[src/rtl/salc_pkg.sv]
package salc_pkg;

  localparam int ADDR_W     = 64;
  localparam int TAG_W      = 64;
  localparam int SETB_W     = 3;
  localparam int BLKB_W     = 6;
  localparam int WAYS_CFG_W = 4;
  // ways count compare width, holds up to 16 ways
  localparam int WCNT_W     = 5;
  // set index before wrap: at most seven set bits
  localparam int IDX_W      = 7;
  localparam int TOT_W      = 7;
  localparam int OUT_CNT_W  = 32;
  localparam int CFG_DATA_W = 32;
  localparam int CFG_ADDR_W = 4;
  localparam int REG_IDX_W  = 2;

  typedef enum logic [1:0] {
    ACT_FETCH  = 2'd0,
    ACT_LOAD   = 2'd1,
    ACT_STORE  = 2'd2,
    ACT_MODIFY = 2'd3
  } action_t;

  typedef enum logic [1:0] {
    OC_HIT   = 2'd0,
    OC_FILL  = 2'd1,
    OC_EVICT = 2'd2
  } outcome_t;

  localparam logic [REG_IDX_W-1:0] REG_SET_BITS   = 2'd0;
  localparam logic [REG_IDX_W-1:0] REG_BLOCK_BITS = 2'd1;
  localparam logic [REG_IDX_W-1:0] REG_WAYS       = 2'd2;

  typedef struct packed {
    logic clear;
    logic load;
    logic commit;
    logic last;
  } salc_cmd_t;

  typedef struct packed {
    logic clear_done;
    logic out_busy;
  } salc_sts_t;

  function automatic int unsigned idx_w(int unsigned n);
    return (n > 1) ? $clog2(n) : 1;
  endfunction

endpackage

[src/rtl/salc_ctrl.sv]
module salc_ctrl (
  input  logic                  clk,
  input  logic                  rst_n,
  input  logic                  in_valid,
  input  logic [1:0]            in_action,
  output logic                  in_stall,
  input  salc_pkg::salc_sts_t   sts,
  output salc_pkg::salc_cmd_t   cmd
);

  typedef enum logic [3:0] {
    S_CLEAR = 4'b0001,
    S_IDLE  = 4'b0010,
    S_CMP   = 4'b0100,
    S_RD    = 4'b1000
  } state_t;

  state_t state_r, state_nxt;
  logic   twice_r, twice_nxt;

  always_comb begin
    state_nxt = state_r;
    twice_nxt = twice_r;
    cmd       = '0;
    in_stall  = 1'b1;
    unique case (state_r)
      S_CLEAR: begin
        cmd.clear = 1'b1;
        if (sts.clear_done) begin
          state_nxt = S_IDLE;
        end
      end
      S_IDLE: begin
        in_stall = 1'b0;
        if (in_valid) begin
          cmd.load = 1'b1;
          // instruction fetch is taken and dropped
          if (in_action != salc_pkg::ACT_FETCH) begin
            state_nxt = S_CMP;
            twice_nxt = (in_action == salc_pkg::ACT_MODIFY);
          end
        end
      end
      S_CMP: begin
        // hold the set lookup until the output register can take the result
        if (!sts.out_busy) begin
          cmd.commit = 1'b1;
          cmd.last   = !twice_r;
          twice_nxt  = 1'b0;
          state_nxt  = twice_r ? S_RD : S_IDLE;
        end
      end
      S_RD: begin
        state_nxt = S_CMP;
      end
      default: begin
        state_nxt = S_CLEAR;
      end
    endcase
  end

  always_ff @(posedge clk) begin
    if (!rst_n) begin
      state_r <= S_CLEAR;
      twice_r <= 1'b0;
    end else begin
      state_r <= state_nxt;
      twice_r <= twice_nxt;
    end
  end

endmodule

[config.mk]
export PLATFORM = sky130hd
export DESIGN_NAME = salc_ctrl
export DESIGN_NICKNAME = d
export VERILOG_FILES = /design/src/rtl/salc_pkg.sv /design/src/rtl/salc_ctrl.sv
export SDC_FILE = /design/constraint.sdc
export NUM_CORES = 1
export LEC_CHECK = 0
export ABC_CLOCK_PERIOD_IN_PS = 2100
export CAP_MARGIN = 20
export CORE_AREA = 4 4 41 43
export DETAILED_ROUTE_END_ITERATION = 6
export DIE_AREA = 0 0 45 47
export DONT_BUFFER_PORTS = 1
export MAX_ROUTING_LAYER = met4
export PLACE_DENSITY_LB_ADDON = 0.15
export RECOVER_POWER = 50
export SYNTH_ARGS = -nofsm -noshare
export SYNTH_HDL_FRONTEND = slang
export SYNTH_SLANG_ARGS = --single-unit
[constraint.sdc]
create_clock -name clk -period 2.1 [get_ports clk]
set_clock_uncertainty 0.1 [all_clocks]
set_input_delay 0.105 -clock clk [delete_from_list [all_inputs] [get_ports clk]]
set_output_delay 0.105 -clock clk [all_outputs]
set_load 0.03 [all_outputs]
; ---- After elaboration in Yosys (flattened, before gate mapping)
; Index checks and enable logic that the tools add are counted.
[word_totals]
ff_bits = 5
inputBits = 7
output_inout_bits = 5
word_cells = 32
[op_classes]
eq_ne = 9
mux = 16
reduce_logical = 5
[ops]
columns = op, count
row1 = 4-bit 2-to-1 mux, 5
row2 = 4-bit case mux with 4 select lines, 1
row3 = "2-bit inequality test, second input constant", 4
row4 = 4-bit AND reduction, 2
row5 = 1-bit 2-to-1 mux, 7
row6 = "4-bit by 1-bit == test with 1-bit output, second input constant", 1
row7 = "4-bit by 2-bit == test with 1-bit output, second input constant", 1
row8 = "4-bit by 3-bit == test with 1-bit output, second input constant", 1
row9 = "4-bit == test, second input constant", 1
row10 = 2-bit 2-to-1 mux, 2
row11 = 2-bit nonzero test, 2
row12 = "2-bit == test, second input constant", 1
row13 = 1-bit case mux with 2 select lines, 1
row14 = 1-bit logical NOT, 1

; ---- Depth between registers and ports, before layout
; Gate-level depths: netlist of run 1.
[depth]
word_depth = 4
depth_mapped = 5
ltp_nobuf = 4

; ---- Worst setup path after synthesis of run 1
; Ideal clock, no wire load.
[synth_timing]
path_kind = register to output
start = reg state_r[1]
end = out cmd[0] (netlist bit)
t_arrival_ns = 1.604
required_time_ns = 1.895
setup_slack_ns = 0.291
stages_incl_launch_ff = 5
n_path_buf = 1
path_cell_list = dfxtp_1 > buf_2 > nand2b_1 > or3_1 > nor3_1
[synth_lines]
columns = element, line
row1 = from (decl), salc_ctrl.sv:18  ; state_t state_r, state_nxt;
row2 = from (signal assigned), salc_ctrl.sv:67  ; state_r <= state_nxt;
row3 = to (decl), salc_ctrl.sv:8  ; output salc_pkg::salc_cmd_t cmd

; ---- Final worst setup path of run 1
[layout_timing]
start = reg state_r[1]
end = reg state_r[0]
[layout_via]
elab_chain_cells = 3
elab_cells_between_ends = 10
cone_classes = eq/ne: 8 / mux: 1 / reduce/logical: 1
[layout_rtl]
columns = element, line
row1 = 4-bit by 2-bit == test with 1-bit output (tied with other cells), salc_ctrl.sv:26  ; unique case (state_r)
row2 = 2-bit inequality test (no source line), --
row3 = 4-bit AND reduction (no source line), --
; Several ways; a longest one is shown, not always the timed one.
; A chain may end at the register's enable or synchronous reset.

==> load_flow_metrics.sql, run 1 <==
INSERT INTO impl_metrics (metric_group, metric, value, unit) VALUES
('outcome', 'status', 'completed', ''),
('worst_setup_path', 'cp.required', '2130', 'ps'),
('logic_synthesis', 'syn_avg_cell_area', '8.58', 'sq um'),
('floorplan', 'floorplan.initialDensity', '0.277', ''),
('place', 'hpwlAfterDp', '717', 'um'),
('worst_setup_path', 'cp-startpoint', 'state_r[1]$_SDFFE_PN0P_', ''),
('worst_setup_path', 'cp_data_arrival_time', '2020', 'ps'),
('timing', 'setup-violations-final', '0', ''),
('finish', 'final_nets', '60', ''),
('hold_path', 'min-delay-start', 'sts[0]', ''),
('global_routing', 'grt_antenna_before_repair', '0', ''),
('run', 'cap_viol_max_count', '0', ''),
('detailed_routing', 'drt-pass1-iter-count', '2', ''),
('global_routing', 'grt_first_pass_wirelength', '1830', 'um'),
('floorplan', 'dieArea', '2120', 'sq um'),
('detailed_routing', 'drcViolationCount', '0', ''),
('cts', 'clock_sink_count', '5', ''),
('worst_setup_path', 'timing.critical_path.cells', 'buf_4 > or4b_1 > nand2_1 > o221ai_1 > dlygate4sd3_1', ''),
('place', 'place.gp.congestion', '0.772', ''),
('global_routing', 'globalRouteTotalUtil', '0.126', ''),
('logic_synthesis', 'synth.cell_area', '360', 'sq um'),
('timing', 'least_margin_pin_slew', '371', 'ps'),
('logic_synthesis', 'postSynthNetCount', '49', ''),
('worst_setup_path', 'worst_setup_path_start_kind', 'register', ''),
('timing', 'relSlewSlack', '0.752', ''),
('floorplan', 'horizontal_die_dimension', '45', 'um'),
('logic_synthesis', 'synth_sequential_area_ratio', '0.278', ''),
('hold_path', 'hold_path_class', 'primary input to register', ''),
('finish', 'antenna_cells', '0', ''),
('worst_setup_path', 'critical_path.max_stage_delay', '570', 'ps'),
('cts', 'clk_transition_reported_paths', '40', 'ps'),
('floorplan', 'row_count', '13', ''),
('logic_synthesis', 'ys_ff_latch', '5', ''),
('pwr', 'total_leakage_power', '0.184', 'nW'),
('floorplan', 'ioPinCount', '12', ''),
('timing', 'share_of_the_cycle_needed_by_the_critical_path_after_routing', '0.950', ''),
('detailed_routing', 'routed_wirelength', '1020', 'um'),
('global_routing', 'largest_net_degree_at_the_start_of_global_routing', '10', ''),
('pwr', 'power_density', '1080', 'nW/um^2'),
('timing', 'finalWorstPathRequiredPeriod', '1990', 'ps'),
('worst_setup_path', 'critPathSlowestCell', 'dlygate4sd3_1', ''),
('detailed_routing', 'dr_total_vias', '348', ''),
('detailed_routing', 'antenna_left', '0', ''),
('worst_setup_path', 'kind_of_end_point_of_the_critical_path', 'register', ''),
('detailed_routing', 'avgViaCountPerCell', '5.19', ''),
('finish', 'area.growth.synth_to_final', '26.4', '%'),
('logic_synthesis', 'synth_unique_cells', '26', ''),
('logic_synthesis', 'count_of_synthesis_stage_warnings_from_yosys', '0', ''),
('floorplan', 'design.core.area', '1300', 'sq um'),
('worst_setup_path', 'critPathMaxFanout', '8', ''),
('global_routing', 'grt_pass1_vias', '377', ''),
('timing', 'fmax', '502', 'MHz'),
('cts', 'cts.htree.levels', '1', ''),
('timing', 'tns', '0', 'ps'),
('finish', 'fillCellCount', '149', ''),
('floorplan', 'die_h', '47', 'um'),
('logic_synthesis', 'netlist_instances', '42', ''),
('cts', 'clk_path_buf_depth', '2', ''),
('timing', 'timing.final.hold_violations', '0', ''),
('cts', 'cts_tree', 'built', ''),
('detailed_routing', 'drt-initial-drc-count', '7', ''),
('timing', 'slew_violations', '0', ''),
('cts', 'ctsRootBufferMaster', 'clkbuf_4', ''),
('finish', 'finish.utilization', '0.350', ''),
('finish', 'post_route_cells_drive_above_1_share', '0.269', ''),
('cts', 'postCtsSetupRepairBufs', '0', ''),
('cts', 'worst_skew_pair.late_latency', '240', 'ps'),
('cts', 'cts-buffers-inserted', '3', ''),
('worst_setup_path', 'timing.setup.critical_path_class', 'register to register', ''),
('worst_setup_path', 'rr_startpoint', 'state_r[1]$_SDFFE_PN0P_', ''),
('timing', 'grt_setup_unrepaired', 'false', ''),
('global_routing', 'grt_overflow_total', '0', ''),
('detailed_routing', 'routed_wire_length_per_instance', '15.2', 'um'),
('pwr', 'ir_drop', '0.353', 'mV'),
('place', 'port_buffers', '0', '');
## worst max-delay path: cells and delay by family, from the launching register on
kind | cells | cell delay, ps
simple gates | 2 | 640
compound gates | 1 | 100
buf+inv | 2 | 730
flops | 1 | 310
## worst paths after layout
path / to / slack (ps) / cells past startpoint
setup / recovery: state_r[0]$_SDFFE_PN1P_ / 110 / 5
hold / removal: twice_r$_SDFFE_PN0P_ / 30 / 3
setup reg to reg: state_r[0]$_SDFFE_PN1P_ / 110 / 5
hold reg to reg: state_r[3]$_SDFFE_PN0P_ / 400 / 2
## Yosys cell counts
| cell | count | area (sq um) |
|---|---|---|
| o21ai_2 | 1 | 8.76 |
| o221ai_1 | 1 | 8.76 |
| or4b_1 | 1 | 10.0 |
| inv_1 | 2 | 7.51 |
| or4b_4 | 1 | 13.8 |
| mux2i_1 | 2 | 20.0 |
| nand2_2 | 1 | 6.26 |
| o32a_4 | 1 | 22.5 |
| xnor2_1 | 1 | 8.76 |
| nand2b_1 | 1 | 6.26 |
| o22ai_1 | 1 | 6.26 |
| and3b_2 | 1 | 10.0 |
| nor3b_1 | 1 | 7.51 |
| a21oi_2 | 1 | 8.76 |
| dfxtp_1 | 5 | 100 |
| buf_6 | 1 | 11.3 |
| a41o_1 | 1 | 10.0 |
| buf_2 | 1 | 5.00 |
| nand4_1 | 1 | 6.26 |
| mux2_2 | 1 | 11.3 |
| nand2_1 | 5 | 18.8 |
| nor3_1 | 3 | 15.0 |
| nand3_1 | 1 | 5.00 |
| o211ai_1 | 1 | 7.51 |
| or3_1 | 1 | 6.26 |
| nor2_1 | 5 | 18.8 |
## layer usage
layer,track usage,vias to the layer above,share of wire
met5,-,-,0
met4,0.0175,0,0.014
met3,0.0690,2,0.081
met2,0.206,12,0.49
met1,0.137,160,0.42
li1,-,174,-
## cell usage in the layout (no fill, tap or decap), drive strengths merged
| cell | instances |
|---|---|
| nand4 | 1 |
| nand3 | 1 |
| mux2i | 2 |
| o211ai | 1 |
| buf | 2 |
| nor3b | 1 |
| o22ai | 1 |
| nor2 | 5 |
| and3b | 1 |
| a21oi | 1 |
| nand2b | 1 |
| o21ai | 1 |
| inv | 2 |
| dfxtp | 5 |
| xnor2 | 1 |
| dlygate4sd3 | 4 |
| nand2 | 6 |
| a41o | 1 |
| or4b | 2 |
| or3 | 1 |
| o221ai | 1 |
| nor3 | 3 |
| clkbuf | 6 |
| mux2 | 1 |
| o32a | 1 |
## stage by stage
| stage | cell area (sq um) | setup slack, ps | instances | hold WS (ps) | power (mW) |
|---|---|---|---|---|---|
| 3_3_place_gp | 393 | 283 | 59 | 99.0 | 0.361 |
| 4_1_cts | 459 | 98.6 | 67 | 25.7 | 0.499 |
| 5_1_grt | 455 | 25.7 | 67 | 33.9 | 0.531 |
| 6_report | 455 | 106 | 67 | 29.9 | 0.492 |
| 2_1_floorplan | 360 | 291 | 42 | 83.6 | 0.330 |
| 3_5_place_dp | 393 | 259 | 59 | 97.8 | 0.366 |
## flip-flops by register name, indices dropped and copies added, names as in the netlist
register and count:
state_r 4, twice_r 1
## logic make-up after synthesis
kind of cell | share of synthesized area
AND/OR/NAND/NOR | 0.344
flip-flops | 0.278
AO/OA/AOI/OAI | 0.201
buffers and inverters | 0.0660
multiplexers | 0.0868
XOR/XNOR | 0.0243
## final cells by class
| class | count | area, sq um | share of cell area |
|---|---|---|---|
| clock buffer | 4 | 26.3 | 0.0577 |
| timing repair buffer | 8 | 63.8 | 0.140 |
| tap | 15 | 18.8 | 0.0412 |
| multi-input combinational | 33 | 238 | 0.522 |
| sequential | 5 | 101 | 0.223 |
| inverter | 2 | 7.51 | 0.0165 |
## power breakdown
group          switching [mW]  total (mW)  internal [mW]  leakage [nW]
clock network          0.0410       0.113         0.0719        0.0150
registers              0.0260       0.141          0.115        0.0413
logic                   0.135       0.238          0.103         0.127
total                   0.202       0.492          0.290         0.184
## what timing repair did
item,in CTS,in global routing
resized for setup,0,2
endpoints found under the setup margin,0,1
hold endpoints to repair,5,0
hold buffers,4,0
(Power assumes the default switching activity.)
==> inputs of run 2 (changes only) <==
ABC_AREA = 1   (was unset)
==> run 2 against run 1 <==
Against the previous run: sequential share of layout area rose by 2.6 points; sequential power rose by 18%; critical path depth fell by 2; clock-buffer cell count did not move; flip-flop and latch count did not move; highest routed layer unchanged; non-clock buffer count fell by 4; critical path type is now register to output port; total power rose by 13%; wire length fell by 18%; setup slack improved by 210 ps; cell count rose by 13%; global-route usage fell by 1.8 points; die area did not move.
==> load_flow_metrics.sql, run 2 <==
INSERT INTO impl_metrics (metric_group, metric, value, unit) VALUES
('logic_synthesis', 'async_flop_share', '0', ''),
('cts', 'ctsRootBufferMaster', 'clkbuf_4', ''),
('detailed_routing', 'drcViolationCount', '0', ''),
('floorplan', 'ioPinCount', '12', ''),
('worst_setup_path', 'critical_path.max_stage_delay', '470', 'ps'),
('worst_setup_path', 'reg2reg_depth', '7', ''),
('logic_synthesis', 'yosysMostFrequentCell', 'nand2_1', ''),
('logic_synthesis', 'synth_top_cells_by_area', 'dfxtp_1, nand3_1, nand2_1', ''),
('timing', 'setup-violations-final', '0', ''),
('worst_setup_path', 'setup.reg_to_reg.worst_slack', '450', 'ps'),
('cts', 'cts.htree.levels', '1', ''),
('timing', 'least_margin_pin_slew', '551', 'ps'),
('finish', 'largest_register_ff_count', '4', ''),
('place', 'detailed_place.area', '359', 'sq um'),
('logic_synthesis', 'synth_ff_type', 'dfxtp_1', ''),
('detailed_routing', 'routed_wire_length_per_instance', '10.9', 'um'),
('cts', 'cts-buffers-inserted', '3', ''),
('floorplan', 'floorplan.initialDensity', '0.256', ''),
('timing', 'worst_slack', '312', 'ps'),
('logic_synthesis', 'count_of_synthesis_stage_warnings_from_yosys', '0', ''),
('detailed_routing', 'drt-pass1-iter-count', '4', ''),
('finish', 'biggestRegsByFlops', 'state_r: 4 flops, twice_r: 1 flops', ''),
('timing', 'tns', '0', 'ps'),
('finish', 'antenna_cells', '0', ''),
('worst_setup_path', 'critPathMaxFanout', '5', ''),
('worst_setup_path', 'regToRegEndpoint', 'twice_r$_SDFFE_PN0P_', ''),
('logic_synthesis', 'ys_top_cells_by_count', 'nand2_1, nand3_1, nor2_1', ''),
('worst_setup_path', 'cp.required', '1890', 'ps'),
('timing', 'relSlewSlack', '0.631', ''),
('logic_synthesis', 'synth_unique_cells', '14', ''),
('detailed_routing', 'dr_total_vias', '354', ''),
('cts', 'clock_sink_count', '5', ''),
('logic_synthesis', 'yosys.area.top_type', 'dfxtp_1', ''),
('global_routing', 'grt_overflow_total', '0', ''),
('place', 'place.gp.congestion', '0.712', ''),
('timing', 'share_of_the_cycle_needed_by_the_critical_path_after_routing', '0.852', ''),
('pwr', 'power_density', '1380', 'nW/um^2'),
('finish', 'max_flop_register', 'state_r', ''),
('timing', 'slew_violations', '0', ''),
('timing', 'fmax', '559', 'MHz'),
('finish', 'final_nets', '69', ''),
('floorplan', 'die_h', '47', 'um'),
('logic_synthesis', 'synth_edf_count', '0', ''),
('worst_setup_path', 'cp-startpoint', 'state_r[3]$_SDFFE_PN0P_', ''),
('cts', 'clk_transition_reported_paths', '50', 'ps'),
('detailed_routing', 'antenna_left', '0', ''),
('finish', 'area.growth.synth_to_final', '21.1', '%'),
('finish', 'finalNonFillerCells', '76', ''),
('finish', 'fillCellCount', '160', ''),
('cts', 'clk_path_buf_depth', '2', ''),
('detailed_routing', 'avgViaCountPerCell', '4.66', ''),
('logic_synthesis', 'synth_top_area_frac', '0.301', ''),
('worst_setup_path', 'rr_startpoint', 'state_r[0]$_SDFFE_PN1P_', ''),
('timing', 'timing.final.hold_violations', '0', ''),
('worst_setup_path', 'cp_data_arrival_time', '1580', 'ps'),
('place', 'post-place-cells', '69', ''),
('hold_path', 'hold_path_class', 'primary input to register', ''),
('cts', 'cts_tree', 'built', ''),
('pwr', 'total_leakage_power', '0.194', 'nW'),
('finish', 'multi_input_gate_area', '198', 'sq um'),
('global_routing', 'grt_pass1_vias', '355', ''),
('worst_setup_path', 'worst_setup_path_start_kind', 'register', ''),
('timing', 'grt_setup_unrepaired', 'false', ''),
('global_routing', 'grt_antenna_before_repair', '0', ''),
('cts', 'worst_skew_pair.late_latency', '240', 'ps'),
('floorplan', 'horizontal_die_dimension', '45', 'um'),
('detailed_routing', 'routed_wirelength', '831', 'um'),
('place', 'worst_setup_timing_slack_at_the_placement_stage', '669', 'ps'),
('global_routing', 'grt_first_pass_wirelength', '1470', 'um'),
('logic_synthesis', 'synth.cell_area', '333', 'sq um'),
('floorplan', 'row_count', '13', ''),
('finish', 'finalInstanceArea', '403', 'sq um'),
('worst_setup_path', 'timing.critical_path.cells', 'nor2_1 > nand2_2 > nor2_1', ''),
('worst_setup_path', 'crit_path_frequent_cell', 'nor2_1', ''),
('worst_setup_path', 'critPathSlowestCell', 'nor2_1', ''),
('timing', 'finalWorstPathRequiredPeriod', '1790', 'ps'),
('place', 'hpwlAfterDp', '635', 'um'),
('cts', 'post_cts_resized', '0', ''),
('detailed_routing', 'drt-initial-drc-count', '3', ''),
('floorplan', 'dieArea', '2120', 'sq um'),
('place', 'port_buffers', '0', ''),
('worst_setup_path', 'timing.setup.critical_path_class', 'register to output port', ''),
('finish', 'mostFrequentLayoutCells', 'nor2_1, nand2_1, nand3_1', ''),
('logic_synthesis', 'synth_sequential_area_ratio', '0.301', ''),
('global_routing', 'globalRouteTotalUtil', '0.108', ''),
('outcome', 'status', 'completed', ''),
('run', 'cap_viol_max_count', '0', ''),
('floorplan', 'design.core.area', '1300', 'sq um'),
('finish', 'post_route_cells_drive_above_1_share', '0.197', ''),
('logic_synthesis', 'syn_avg_cell_area', '6.28', 'sq um'),
('logic_synthesis', 'ys_ff_latch', '5', ''),
('worst_setup_path', 'worst_setup_path_endpoint', 'cmd[2]', ''),
('pwr', 'ir_drop', '0.540', 'mV'),
('worst_setup_path', 'kind_of_end_point_of_the_critical_path', 'output port', ''),
('logic_synthesis', 'postSynthNetCount', '60', ''),
('finish', 'layout.area.seq', '100', 'sq um'),
('global_routing', 'largest_net_degree_at_the_start_of_global_routing', '7', ''),
('logic_synthesis', 'netlist_instances', '53', '');
run 2: changes by cell type in the layout (fill, tap and decap cells not counted), moves of 3 or more:
cell,before,now
nor2_2,0,3
nand3_1,1,9
nand2_1,5,11
nor2_1,5,11
run 2: area by class of cell:
| cell class | count | share of cell area |
|---|---|---|
| Clock buffer | 4 | 0.0652 |
| Inverter | 6 | 0.0559 |
| Multi-Input combinational cell | 42 | 0.491 |
| Sequential cell | 5 | 0.248 |
| Tap cell | 15 | 0.0466 |
| Timing Repair Buffer | 4 | 0.0932 |
run 2: worst min-delay path by stage:
stage,cells past startpoint,end,slack (ps),start
2_1_floorplan,1,state_r[0]$_SDFFE_PN1P_,90,rst_n
3_5_place_dp,1,state_r[0]$_SDFFE_PN1P_,110,rst_n
4_1_cts,3,state_r[0]$_SDFFE_PN1P_,30,sts[1]
5_1_grt,3,state_r[0]$_SDFFE_PN1P_,40,sts[1]
3_3_place_gp,1,state_r[0]$_SDFFE_PN1P_,100,rst_n
6_report,3,state_r[0]$_SDFFE_PN1P_,30,sts[1]
run 2: timing repair:
action / in CTS / in global routing
hold buffers: 3 / 0
endpoints found under the hold margin: 5 / 0
setup buffers: 0 / 0
run 2: metal layers:
layer / part of all wire / GRT usage / vias to the layer above / routed length [um]
met5: 0 / - / - / 0
met2: 0.47 / 0.155 / 5 / 390
met4: 0.011 / 0.0877 / 0 / 9
li1: - / - / 186 / -
met1: 0.48 / 0.119 / 161 / 401
met3: 0.036 / 0.0383 / 2 / 30
run 2: cells by family after synthesis:
| logic type | after synthesis | synth area share |
|---|---|---|
| flip-flops | 5 | 0.301 |
| AO/OA/AOI/OAI | 2 | 0.0300 |
| buffers and inverters | 6 | 0.0677 |
| AND/OR/NAND/NOR | 40 | 0.601 |
run 2: critical path, delay by kind of cell (launching register included):
family,cells,cell delay (ps)
and+or+nand+nor,3,1000
DFF,1,330
run 2: power breakdown:
group / leakage [nW] / total, mW / switching [mW] / internal [mW]
logic: 0.138 / 0.278 / 0.199 / 0.0793
clock network: 0.0150 / 0.111 / 0.0395 / 0.0718
registers: 0.0412 / 0.166 / 0.0359 / 0.130
run 2: through the flow:
stage	hold slack (ps)	power (mW)	utilization
5_1_grt	43.4	0.615	0.310
3_3_place_gp	102	0.458	0.276
3_5_place_dp	111	0.459	0.276
2_1_floorplan	89.2	0.411	-
6_report	33.0	0.555	0.310
4_1_cts	27.3	0.584	0.319
